## src/design/cbq_pkg.sv

```systemverilog
// shared types and constants for the cascaded biquad filter
package cbq_pkg;

	// sample and coefficient formats
	localparam int SAMPLE_WIDTH   = 24;
	localparam int COEF_WIDTH     = 24;
	localparam int COEF_FRAC_BITS = 20;
	localparam int NUM_SECTIONS   = 2;

	// datapath widths
	localparam int PROD_WIDTH  = SAMPLE_WIDTH + COEF_WIDTH;
	localparam int ACC_WIDTH   = PROD_WIDTH + 3;
	localparam int SHIFT_WIDTH = ACC_WIDTH - COEF_FRAC_BITS;
	localparam int SEC_WIDTH   = $clog2(NUM_SECTIONS);

	// configuration register indexes
	localparam int CFG_IDX_WIDTH = 3;
	localparam logic [CFG_IDX_WIDTH-1:0] REG_FF_COEF_0 = 3'd0;
	localparam logic [CFG_IDX_WIDTH-1:0] REG_FF_COEF_1 = 3'd1;
	localparam logic [CFG_IDX_WIDTH-1:0] REG_FF_COEF_2 = 3'd2;
	localparam logic [CFG_IDX_WIDTH-1:0] REG_FB_COEF_1 = 3'd3;
	localparam logic [CFG_IDX_WIDTH-1:0] REG_FB_COEF_2 = 3'd4;

	// one multiply per tap, feedforward taps first
	typedef enum logic [2:0] {
		TAP_X0,
		TAP_X1,
		TAP_X2,
		TAP_Y1,
		TAP_Y2
	} tap_t;

	typedef enum logic [1:0] {
		ST_IDLE,
		ST_MAC,
		ST_DRAIN,
		ST_ROUND
	} state_t;

	// controller to datapath commands
	typedef struct packed {
		logic                 load_in;
		logic                 mul_en;
		tap_t                 tap;
		logic                 acc_clr;
		logic                 acc_en;
		logic                 round_en;
		logic [SEC_WIDTH-1:0] sec;
		logic                 out_load;
	} cmd_t;

endpackage

```

## src/design/cbq_in_if.sv

```systemverilog
// input sample channel
interface cbq_in_if;
	logic                                     valid;
	logic                                     ready;
	logic signed [cbq_pkg::SAMPLE_WIDTH-1:0] sample_in;

	modport source (output valid, output sample_in, input ready);
	modport sink (input valid, input sample_in, output ready);
endinterface

```

## src/design/cbq_out_if.sv

```systemverilog
// output sample channel
interface cbq_out_if;
	logic                                     valid;
	logic                                     ready;
	logic signed [cbq_pkg::SAMPLE_WIDTH-1:0] sample_out;

	modport source (output valid, output sample_out, input ready);
	modport sink (input valid, input sample_out, output ready);
endinterface

```

## src/design/cbq_cfg_if.sv

```systemverilog
// coefficient register write channel
interface cbq_cfg_if;
	logic                               valid;
	logic                               ready;
	logic [cbq_pkg::CFG_IDX_WIDTH-1:0] index;
	logic [cbq_pkg::COEF_WIDTH-1:0]    data;

	modport source (output valid, output index, output data, input ready);
	modport sink (input valid, input index, input data, output ready);
endinterface

```

## src/design/cascaded_biquad_filter.sv

```systemverilog
// Two biquad sections in cascade sharing five coefficients, one multiplier
// and one accumulator. A sample is accepted in the idle state, then per
// section one multiply is made for each of the five taps, one step sums the
// last product and one rounds, saturates and updates the history. The
// single shared multiplier means the next sample is not accepted before the
// previous one is finished; the result sits in an output register, so the
// next sample may start while it waits, and the block only stalls at the end
// of the second section if that register is still full. Coefficient writes
// are taken in any cycle and should be made while the block is idle.
module cascaded_biquad_filter (
	input  logic   clk,
	input  logic   arst_n,
	cbq_in_if.sink    smp_in,
	cbq_out_if.source smp_out,
	cbq_cfg_if.sink   cfg
);

	cbq_pkg::cmd_t cmd;

	assign cfg.ready = 1'b1;

	cbq_ctrl u_ctrl (
		.clk       (clk),
		.arst_n    (arst_n),
		.in_valid  (smp_in.valid),
		.in_ready  (smp_in.ready),
		.out_valid (smp_out.valid),
		.out_ready (smp_out.ready),
		.cmd       (cmd)
	);

	cbq_datapath u_datapath (
		.clk        (clk),
		.arst_n     (arst_n),
		.cfg_we     (cfg.valid && cfg.ready),
		.cfg_index  (cfg.index),
		.cfg_data   (cfg.data),
		.sample_in  (smp_in.sample_in),
		.cmd        (cmd),
		.sample_out (smp_out.sample_out)
	);

endmodule

```

## src/design/cbq_ctrl.sv

```systemverilog
// sequencer for the shared multiply-accumulate datapath
module cbq_ctrl (
	input  logic          clk,
	input  logic          arst_n,
	input  logic          in_valid,
	output logic          in_ready,
	output logic          out_valid,
	input  logic          out_ready,
	output cbq_pkg::cmd_t cmd
);

	cbq_pkg::state_t                 state_q, state_d;
	cbq_pkg::tap_t                   tap_q, tap_d;
	logic [cbq_pkg::SEC_WIDTH-1:0]   sec_q, sec_d;
	logic                            out_valid_q;
	logic                            last_sec;

	assign last_sec  = (sec_q == cbq_pkg::SEC_WIDTH'(cbq_pkg::NUM_SECTIONS - 1));
	assign out_valid = out_valid_q;

	// state, tap and section registers
	always_ff @(posedge clk or negedge arst_n) begin
		if (!arst_n) begin
			state_q <= cbq_pkg::ST_IDLE;
			tap_q   <= cbq_pkg::TAP_X0;
			sec_q   <= '0;
		end else begin
			state_q <= state_d;
			tap_q   <= tap_d;
			sec_q   <= sec_d;
		end
	end

	// output valid: set on load, cleared once the transaction completes
	always_ff @(posedge clk or negedge arst_n) begin
		if (!arst_n) begin
			out_valid_q <= 1'b0;
		end else if (cmd.out_load) begin
			out_valid_q <= 1'b1;
		end else if (out_ready) begin
			out_valid_q <= 1'b0;
		end
	end

	// next state and commands
	always_comb begin
		state_d      = state_q;
		tap_d        = tap_q;
		sec_d        = sec_q;
		in_ready     = 1'b0;
		cmd          = '0;
		cmd.tap      = tap_q;
		cmd.sec      = sec_q;
		case (state_q)
			cbq_pkg::ST_IDLE: begin
				in_ready = 1'b1;
				if (in_valid) begin
					cmd.load_in = 1'b1;
					sec_d       = '0;
					tap_d       = cbq_pkg::TAP_X0;
					state_d     = cbq_pkg::ST_MAC;
				end
			end
			cbq_pkg::ST_MAC: begin
				// product of the previous tap is summed while this one multiplies
				cmd.mul_en  = 1'b1;
				cmd.acc_clr = (tap_q == cbq_pkg::TAP_X0);
				cmd.acc_en  = (tap_q != cbq_pkg::TAP_X0);
				if (tap_q == cbq_pkg::TAP_Y2) begin
					state_d = cbq_pkg::ST_DRAIN;
				end else begin
					tap_d = cbq_pkg::tap_t'(tap_q + 3'd1);
				end
			end
			cbq_pkg::ST_DRAIN: begin
				cmd.acc_en = 1'b1;
				state_d    = cbq_pkg::ST_ROUND;
			end
			cbq_pkg::ST_ROUND: begin
				if (!last_sec) begin
					cmd.round_en = 1'b1;
					sec_d        = sec_q + 1'b1;
					tap_d        = cbq_pkg::TAP_X0;
					state_d      = cbq_pkg::ST_MAC;
				end else if (!out_valid_q || out_ready) begin
					// wait here while the previous result is still held
					cmd.round_en = 1'b1;
					cmd.out_load = 1'b1;
					state_d      = cbq_pkg::ST_IDLE;
				end
			end
			default: begin
				state_d = cbq_pkg::ST_IDLE;
			end
		endcase
	end

endmodule

```

## src/design/cbq_datapath.sv

```systemverilog
// coefficient registers, section history, multiplier and accumulator
module cbq_datapath (
	input  logic                                     clk,
	input  logic                                     arst_n,
	input  logic                                     cfg_we,
	input  logic [cbq_pkg::CFG_IDX_WIDTH-1:0]       cfg_index,
	input  logic [cbq_pkg::COEF_WIDTH-1:0]          cfg_data,
	input  logic signed [cbq_pkg::SAMPLE_WIDTH-1:0] sample_in,
	input  cbq_pkg::cmd_t                           cmd,
	output logic signed [cbq_pkg::SAMPLE_WIDTH-1:0] sample_out
);

	localparam int SW = cbq_pkg::SAMPLE_WIDTH;
	localparam int AW = cbq_pkg::ACC_WIDTH;
	localparam int HW = cbq_pkg::SHIFT_WIDTH;
	localparam int NS = cbq_pkg::NUM_SECTIONS;

	localparam logic signed [AW-1:0] HALF_LSB = AW'(1) << (cbq_pkg::COEF_FRAC_BITS - 1);
	localparam logic signed [SW-1:0] SAMPLE_MAX = {1'b0, {(SW - 1){1'b1}}};
	localparam logic signed [SW-1:0] SAMPLE_MIN = {1'b1, {(SW - 1){1'b0}}};

	logic signed [cbq_pkg::COEF_WIDTH-1:0] ff0_q, ff1_q, ff2_q, fb1_q, fb2_q;
	logic signed [SW-1:0] xp_q [NS];
	logic signed [SW-1:0] xp2_q [NS];
	logic signed [SW-1:0] yp_q [NS];
	logic signed [SW-1:0] yp2_q [NS];
	logic signed [SW-1:0] x_cur_q;
	logic signed [SW-1:0] sample_out_q;

	logic signed [cbq_pkg::COEF_WIDTH-1:0] coef_mux;
	logic signed [SW-1:0]                  op_mux;
	logic signed [cbq_pkg::PROD_WIDTH-1:0] prod_s1;
	logic                                  sub_s1;
	logic signed [AW-1:0]                  acc_q;
	logic signed [AW-1:0]                  acc_rnd;
	logic signed [HW-1:0]                  shifted;
	logic [HW-SW:0]                        upper_bits;
	logic signed [SW-1:0]                  y_sat;

	assign sample_out = sample_out_q;

	// coefficient registers, writes past the list are dropped
	always_ff @(posedge clk or negedge arst_n) begin
		if (!arst_n) begin
			ff0_q <= '0;
			ff1_q <= '0;
			ff2_q <= '0;
			fb1_q <= '0;
			fb2_q <= '0;
		end else if (cfg_we) begin
			case (cfg_index)
				cbq_pkg::REG_FF_COEF_0: ff0_q <= cfg_data;
				cbq_pkg::REG_FF_COEF_1: ff1_q <= cfg_data;
				cbq_pkg::REG_FF_COEF_2: ff2_q <= cfg_data;
				cbq_pkg::REG_FB_COEF_1: fb1_q <= cfg_data;
				cbq_pkg::REG_FB_COEF_2: fb2_q <= cfg_data;
				default: ;
			endcase
		end
	end

	// operand select for the current tap
	always_comb begin
		case (cmd.tap)
			cbq_pkg::TAP_X0: begin coef_mux = ff0_q; op_mux = x_cur_q;        end
			cbq_pkg::TAP_X1: begin coef_mux = ff1_q; op_mux = xp_q[cmd.sec];  end
			cbq_pkg::TAP_X2: begin coef_mux = ff2_q; op_mux = xp2_q[cmd.sec]; end
			cbq_pkg::TAP_Y1: begin coef_mux = fb1_q; op_mux = yp_q[cmd.sec];  end
			cbq_pkg::TAP_Y2: begin coef_mux = fb2_q; op_mux = yp2_q[cmd.sec]; end
			default:         begin coef_mux = '0;    op_mux = '0;             end
		endcase
	end

	// multiplier stage, feedback taps are subtracted
	always_ff @(posedge clk) begin
		if (cmd.mul_en) begin
			prod_s1 <= coef_mux * op_mux;
			sub_s1  <= (cmd.tap == cbq_pkg::TAP_Y1) || (cmd.tap == cbq_pkg::TAP_Y2);
		end
	end

	// exact accumulation of the five products
	always_ff @(posedge clk) begin
		if (cmd.acc_clr) begin
			acc_q <= '0;
		end else if (cmd.acc_en) begin
			if (sub_s1) begin
				acc_q <= acc_q - AW'(prod_s1);
			end else begin
				acc_q <= acc_q + AW'(prod_s1);
			end
		end
	end

	// round half up, drop fraction bits, saturate to sample range
	always_comb begin
		acc_rnd    = acc_q + HALF_LSB;
		shifted    = HW'(acc_rnd >>> cbq_pkg::COEF_FRAC_BITS);
		upper_bits = shifted[HW-1:SW-1];
		if ((&upper_bits) || !(|upper_bits)) begin
			y_sat = shifted[SW-1:0];
		end else if (shifted[HW-1]) begin
			y_sat = SAMPLE_MIN;
		end else begin
			y_sat = SAMPLE_MAX;
		end
	end

	// section history
	always_ff @(posedge clk or negedge arst_n) begin
		if (!arst_n) begin
			for (int i = 0; i < NS; i++) begin
				xp_q[i]  <= '0;
				xp2_q[i] <= '0;
				yp_q[i]  <= '0;
				yp2_q[i] <= '0;
			end
		end else if (cmd.round_en) begin
			xp2_q[cmd.sec] <= xp_q[cmd.sec];
			xp_q[cmd.sec]  <= x_cur_q;
			yp2_q[cmd.sec] <= yp_q[cmd.sec];
			yp_q[cmd.sec]  <= y_sat;
		end
	end

	// section input: new sample, then previous section output
	always_ff @(posedge clk) begin
		if (cmd.load_in) begin
			x_cur_q <= sample_in;
		end else if (cmd.round_en) begin
			x_cur_q <= y_sat;
		end
	end

	// output register
	always_ff @(posedge clk) begin
		if (cmd.out_load) begin
			sample_out_q <= y_sat;
		end
	end

endmodule

```

## src/flat_wrapper.sv

```systemverilog
// flat-port wrapper written by rule: the top's interface ports become plain ports
module cascaded_biquad_filter_flat 
  (clk, arst_n, smp_in_valid, smp_in_sample_in, smp_in_ready, smp_out_valid, smp_out_sample_out, smp_out_ready, cfg_valid, cfg_index, cfg_data, cfg_ready);
  cbq_in_if smp_in_i ();
  cbq_out_if smp_out_i ();
  cbq_cfg_if cfg_i ();
  input  logic clk;
  input  logic arst_n;
  input wire logic [$bits(smp_in_i.valid)-1:0] smp_in_valid;
  input wire logic [$bits(smp_in_i.sample_in)-1:0] smp_in_sample_in;
  output wire logic [$bits(smp_in_i.ready)-1:0] smp_in_ready;
  output wire logic [$bits(smp_out_i.valid)-1:0] smp_out_valid;
  output wire logic [$bits(smp_out_i.sample_out)-1:0] smp_out_sample_out;
  input wire logic [$bits(smp_out_i.ready)-1:0] smp_out_ready;
  input wire logic [$bits(cfg_i.valid)-1:0] cfg_valid;
  input wire logic [$bits(cfg_i.index)-1:0] cfg_index;
  input wire logic [$bits(cfg_i.data)-1:0] cfg_data;
  output wire logic [$bits(cfg_i.ready)-1:0] cfg_ready;
  assign smp_in_i.valid = smp_in_valid;
  assign smp_in_i.sample_in = smp_in_sample_in;
  assign smp_in_ready = smp_in_i.ready;
  assign smp_out_valid = smp_out_i.valid;
  assign smp_out_sample_out = smp_out_i.sample_out;
  assign smp_out_i.ready = smp_out_ready;
  assign cfg_i.valid = cfg_valid;
  assign cfg_i.index = cfg_index;
  assign cfg_i.data = cfg_data;
  assign cfg_ready = cfg_i.ready;
  cascaded_biquad_filter u_core (.clk(clk), .arst_n(arst_n), .smp_in(smp_in_i), .smp_out(smp_out_i), .cfg(cfg_i));
endmodule
```

## config.mk

```make
export PLATFORM = sky130hd
export DESIGN_NAME = cascaded_biquad_filter_flat
export DESIGN_NICKNAME = d
export VERILOG_FILES = /design/src/design/cbq_pkg.sv /design/src/design/cbq_in_if.sv /design/src/design/cbq_out_if.sv /design/src/design/cbq_cfg_if.sv /design/src/design/cascaded_biquad_filter.sv /design/src/design/cbq_ctrl.sv /design/src/design/cbq_datapath.sv /design/src/flat_wrapper.sv
export SDC_FILE = /design/constraint.sdc
export NUM_CORES = 2
export LEC_CHECK = 0
export ABC_AREA = 1
export BUFFER_PORTS_ARGS = -buffer_cell sky130_fd_sc_hd__buf_2
export CORE_ASPECT_RATIO = 1.25
export CORE_MARGIN = 1
export CORE_UTILIZATION = 39
export CTS_CLUSTER_DIAMETER = 80
export DETAILED_ROUTE_END_ITERATION = 8
export SYNTH_ARGS = -nofsm -noshare
export SYNTH_HDL_FRONTEND = slang
export SYNTH_SLANG_ARGS = --single-unit
```

## constraint.sdc

```tcl
create_clock -name clk -period 24.7 [get_ports clk]
set_clock_uncertainty 0.05 [all_clocks]
set_input_delay 4.94 -clock clk [delete_from_list [all_inputs] [get_ports clk]]
set_output_delay 4.94 -clock clk [all_outputs]
set_load 0.02 [all_outputs]
```

### Yosys cells after proc, flatten, opt, wreduce, memory -nomap -nowiden

Index checks and enable logic that the tools add are counted.

| storage, ports and cells | value |
|---|---|
| register bits | 467 |
| output and inout bits | 27 |

| cells by class | value |
|---|---|
| add/sub/neg operators | 5 |
| multiply operators | 1 |
| $lt $le $gt $ge | 2 |
| equal/unequal tests | 16 |
| multiplexer cells | 50 |
| bitwise operators | 1 |
| reduce and logical (&&, ||, !) cells | 24 |

Operators with widths:

| cell | number |
|---|---|
| $mux 24 | 17 |
| $pmux 24 s5 | 2 |
| $bwmux 48 | 4 |
| $add 51x21->51 const B | 1 |
| $add 51x48->51 | 1 |
| $mux 51 | 1 |
| $sub 51x48->51 | 1 |
| $mul 24x24->48 | 1 |
| $demux 24 s1 | 1 |
| $mux 1 | 14 |
| $eq 3x2->1 const B | 4 |
| $reduce_and 2->1 | 6 |
| $mux 3 | 3 |
| $pmux 3 s3 | 1 |
| $mux 2 | 4 |
| $ne 2x2->1 const B | 4 |
| $pmux 2 s4 | 1 |
| $reduce_and 8->1 | 1 |
| $reduce_or 8->1 | 1 |
| $eq 3x1->1 const B | 2 |
| $eq 3x3->1 const B | 2 |
| $logic_not 3->1 | 2 |
| $reduce_bool 2->1 | 3 |
| $reduce_bool 3->1 | 2 |
| other kinds (15) | 20 |

### Depth between registers and ports, before layout

| logic depth | value |
|---|---|
| depth in word-level cells | 7 |
| gate-level depth with buffers | 38 |

### Hierarchy

Synthesis repeated with hierarchy kept, for this count alone.

| second synthesis, totals | value |
|---|---|
| cell total of the unflattened synthesis | 6040 |
| area total of the unflattened synthesis | 47649.4 sq um |

Modules (own cells, without submodules):

| module | times used | cells an instance | area each (sq um) | sequential area each (sq um) |
|---|---|---|---|---|
| cbq_datapath | 1 | 5962 | 47096.4 | 11741.3 |
| cbq_ctrl | 1 | 76 | 541.8 | 175.2 |
| cascaded_biquad_filter | 1 | 2 | 11.3 | 0.0 |

### Worst setup path after synthesis

OpenSTA, ideal clock, no wires.

| path | value |
|---|---|
| path kind | reg2reg |
| start | register u_core.u_ctrl.tap_q[0] |
| end | register u_core.u_datapath.prod_s1[45] (netlist bit) (data pin) |
| arrival | 7523 ps |
| data required time | 24391 ps |
| path slack | 16868 ps |
| cell stages (with the launch flop) | 31 |
| buffers on the path | 3 |
| period minus slack after synthesis | 7832 ps |
| cell sequence | dfrtp_1 -> ha_1 -> ha_1 -> clkbuf_1 -> nor2_1 -> inv_2 -> nor4_4 -> buf_2 -> a31oi_1 -> clkbuf_1 -> nand2_1 -> fa_1 -> inv_1 -> fa_1 -> inv_1 -> fa_1 -> inv_1 -> fa_1 -> fa_1 -> inv_1 -> fa_1 -> inv_1 -> fa_1 -> ha_1 -> nand2_1 -> nor2_1 -> inv_1 -> nor4_1 -> nand3_1 -> nand3_1 -> xor2_1 |

| between the ends | value |
|---|---|
| longest elaborated chain between the ends | 3 |
| elaborated cells between the ends (all ways) | 8 |

RTL lines:

| item | RTL line | source |
|---|---|---|
| start: declaration | cbq_ctrl.sv:13 | `cbq_pkg::tap_t tap_q, tap_d;` |
| start signal: assignment | cbq_ctrl.sv:25 | `tap_q <= cbq_pkg::TAP_X0;` |
| start signal: assignment | cbq_ctrl.sv:29 | `tap_q <= tap_d;` |
| $eq 3x3->1, or another cell as far along | cbq_datapath.sv:64 | `case (cmd.tap)` |
| $pmux 24 s5 | cbq_datapath.sv:64 |  |
| $mul 24x24->48 (*) | cbq_datapath.sv:77 | `prod_s1 <= coef_mux * op_mux;` |
| end signal: assignment | cbq_datapath.sv:77 |  |
| end: declaration | cbq_datapath.sv:32 | `logic signed [cbq_pkg::PROD_WIDTH-1:0] prod_s1;` |

Mark *: on every way between the ends. The rest lies on a longest branch, timed or not.
A chain may end at the register's enable or synchronous reset.

### Final worst setup path

| path | value |
|---|---|
| start | register u_core.u_ctrl.tap_q[0] |
| end | register u_core.u_datapath.prod_s1[38] (netlist bit) (data pin) |

Same word-level chain as after synthesis.

==> metrics.yaml <==
outcome:
  status: "finished clean"
finish:
  layout.nets: 6838
  drive_above_1_share_pct: 6.30
  multi_input_area_sq_um: 30500
  nFillCells: 12100
  area_growth_pct: 8.43
  seqCellArea_sq_um: 11900
cts:
  clock-sinks: 467
  cts_tree: "yes"
  cts_root_buf: "clkbuf_16"
  cts_made_buffers: 47
  cts_hold_buf: 0
  clkLatencyLatePin_ps: 630
  post_cts_resized: 0
  htree_levels: 2
  post_cts_buffers: 0
  clk_pin_slew_ps: 70
  clock_path_buffers: 3
critical_path:
  crit_fanout: 30
  cpPeakStageDelay_ps: 650
  crit_path_frequent_cell: "fa_1"
  critPathCaptureType: "flip-flop"
  worstSetupPathType: "reg -> reg"
  cp_slowest_cell: "fa_1"
  start_kind: "flip-flop"
  arrival_ps: 10640
  cp.required_ps: 25000
placed_design:
  io_buffers: 81
  gp_congestion: 1.06
  place_ws_ps: 14340
  hpwl_microns: 125000
grt:
  grt_max_degree: 106
  grt_pass1_vias: 40200
  grt_pass1_wl_microns: 243000
  grt_use_total_pct: 26.2
  grt_overflow: 0
  antenna_found_initial: 4
timing:
  finalHoldViolCount: 0
  rsz0062_at_grt: "no"
  period_share_pct: 41.8
  setup_tns_ps: 0
  worst_slack_ps: 14360
  slew_viol_final: 0
  worst_slew_pin_slew_ps: 1180
  max_freq_mhz: 96.8
  finalSetupViolCount: 0
  max_slew_margin_pct: 20.9
  post-route-min-period_ps: 10340
synth:
  synth_nets: 6839
  netlist_top_cells_count: "nand2_1 (1486), inv_1 (1136), fa_1 (608), nor2_1 (581), o21ai_0 (470)"
  syn-cell-area_sq_um: 47500
  synth_most_common_cell: "nand2_1"
  yosysUniqueCellTypes: 57
  ys.flop_type: "dfrtp_1"
  synth.largest_area_cell: "fa_1"
  synth_top_area_share_pct: 25.6
  avgSynthCellArea_sq_um: 7.94
  yosysWarnings: 0
  synth_area_leaders: "fa_1 (26%), dfrtp_1 (17%), nand2_1 (12%)"
  netlist_instances: 5979
  ys_seq_area_share_pct: 25.1
  async_reset_ff_share_pct: 68.3
  synth_edf_count: 97
  synth-seq-cells: 467
routing:
  vias: 39600
  vias_per_cell: 5.21
  ant_nets: 0
  post-route-drc-count: 0
  dr.pass1.iters: 6
  drtIter0Drc: 3354
  finalWirelength_microns: 160000
  wire_per_inst_microns: 21.0
floorplanning:
  io_pins: 83
  die_w_microns: 314
  die_h_microns: 392
  initial_utilization_pct: 39.5
  rows: 142
  coreArea_sq_um: 120000
  die-area_sq_um: 123000
worst_hold_path:
  hold_path_class: "reg -> reg"
job:
  maxCapViolCount: 0
[cells in the final DEF (no fill, tap or decap), types with 15 or more instances in the layout]
cell       netlist  routed
a31oi_2         16      21
o211ai_1        19      19
inv_1         1136    1136
nand4_1         23      23
fa_1           608     608
o21bai_1        15      15
nand2_4         44      44
xnor2_1         46      46
nand3_1        122     120
buf_4            9      80
o21ai_0        470     470
dfxtp_1         51      51
a21o_1          17      17
a21oi_1        209     208
xor2_1          96      96
ha_1           196     195
buf_2           51      80
nor3_1          33      33
nor2_1         581     577
dfrtp_1        319     318
o22ai_1         20      20
clkbuf_16        0      49
edfxtp_1        97      97
o21a_1          17      17
nand2_1       1486    1486
[flip-flops by register name, indices dropped and copies added, names as in the netlist, 48 cells and up]
register,flops
u_core.u_datapath.acc_q,51
u_core.u_datapath.prod_s1,48
u_core.u_datapath.xp2_q,48
u_core.u_datapath.xp_q,48
u_core.u_datapath.yp2_q,48
u_core.u_datapath.yp_q,48
[layout make-up]
class                   count  area share [%]
inverters                1154            8.41
clock buffers              65            2.65
multi-input cells        4147            59.3
repair buffers            161            1.97
diodes                      1         0.00486
well taps                1584            3.85
flip-flops and latches    467            23.1
clock inverters            23           0.680
[worst max-delay path: cells and delay by family (launching register included)]
kind / cells / cell delay [ps]
AOI/OAI and AO/OA: 5 / 1080
xor gates and xnor gates: 1 / 160
adders and majority gates: 9 / 4410
buffers and inverters: 9 / 2610
DFF: 1 / 390
and+or+nand+nor: 4 / 1280
[through the flow]
step	instances	area, sq um	utilization [%]	hold WS [ps]
3_3_place_gp	7513	49800	41.4	398
4_1_cts	7601	51500	42.8	421
3_5_place_dp	7513	49800	41.4	406
6_report	7602	51500	42.8	425
5_1_grt	7601	51500	42.8	442
2_1_floorplan	5979	47500	-	387
[per-layer routing]
metal	wire [microns]	track usage, %	up-vias
met3	10100	3.42	310
met4	7280	10.9	6
met2	76600	44.2	1395
met1	65700	33.5	19700
met5	52	0	-
li1	-	-	18200
[path summary, 6_finish.rpt]
path	start	to	slack (ps)	depth (start not counted)
min reg2reg	u_core.u_datapath.xp_q[5]	u_core.u_datapath.xp_q[5]	430	2
min in group asynchronous	arst_n	u_core.u_datapath.yp_q[14]	4280	1
max	u_core.u_ctrl.tap_q[0]	u_core.u_datapath.prod_s1[38]	14360	28
min	u_core.u_datapath.xp_q[5]	u_core.u_datapath.xp_q[5]	430	2
max in group asynchronous	arst_n	u_core.u_datapath.fb1_q[13]	18690	2
max reg2reg	u_core.u_ctrl.tap_q[0]	u_core.u_datapath.prod_s1[38]	14360	28
[cells by family after synthesis]
group,count (synthesis),synth area share (%)
flops,467,25.1
other cells,1,0.00790
mux,6,0.126
simple gates,2348,20.3
compound gates,846,9.94
xor+xnor,142,2.62
buf+inv,1365,11.1
fa+ha+maj,804,30.8
Power is left out: the tool's default activity adds up to more than one toggle a clock period on the data nets, which glitch-free logic cannot reach.
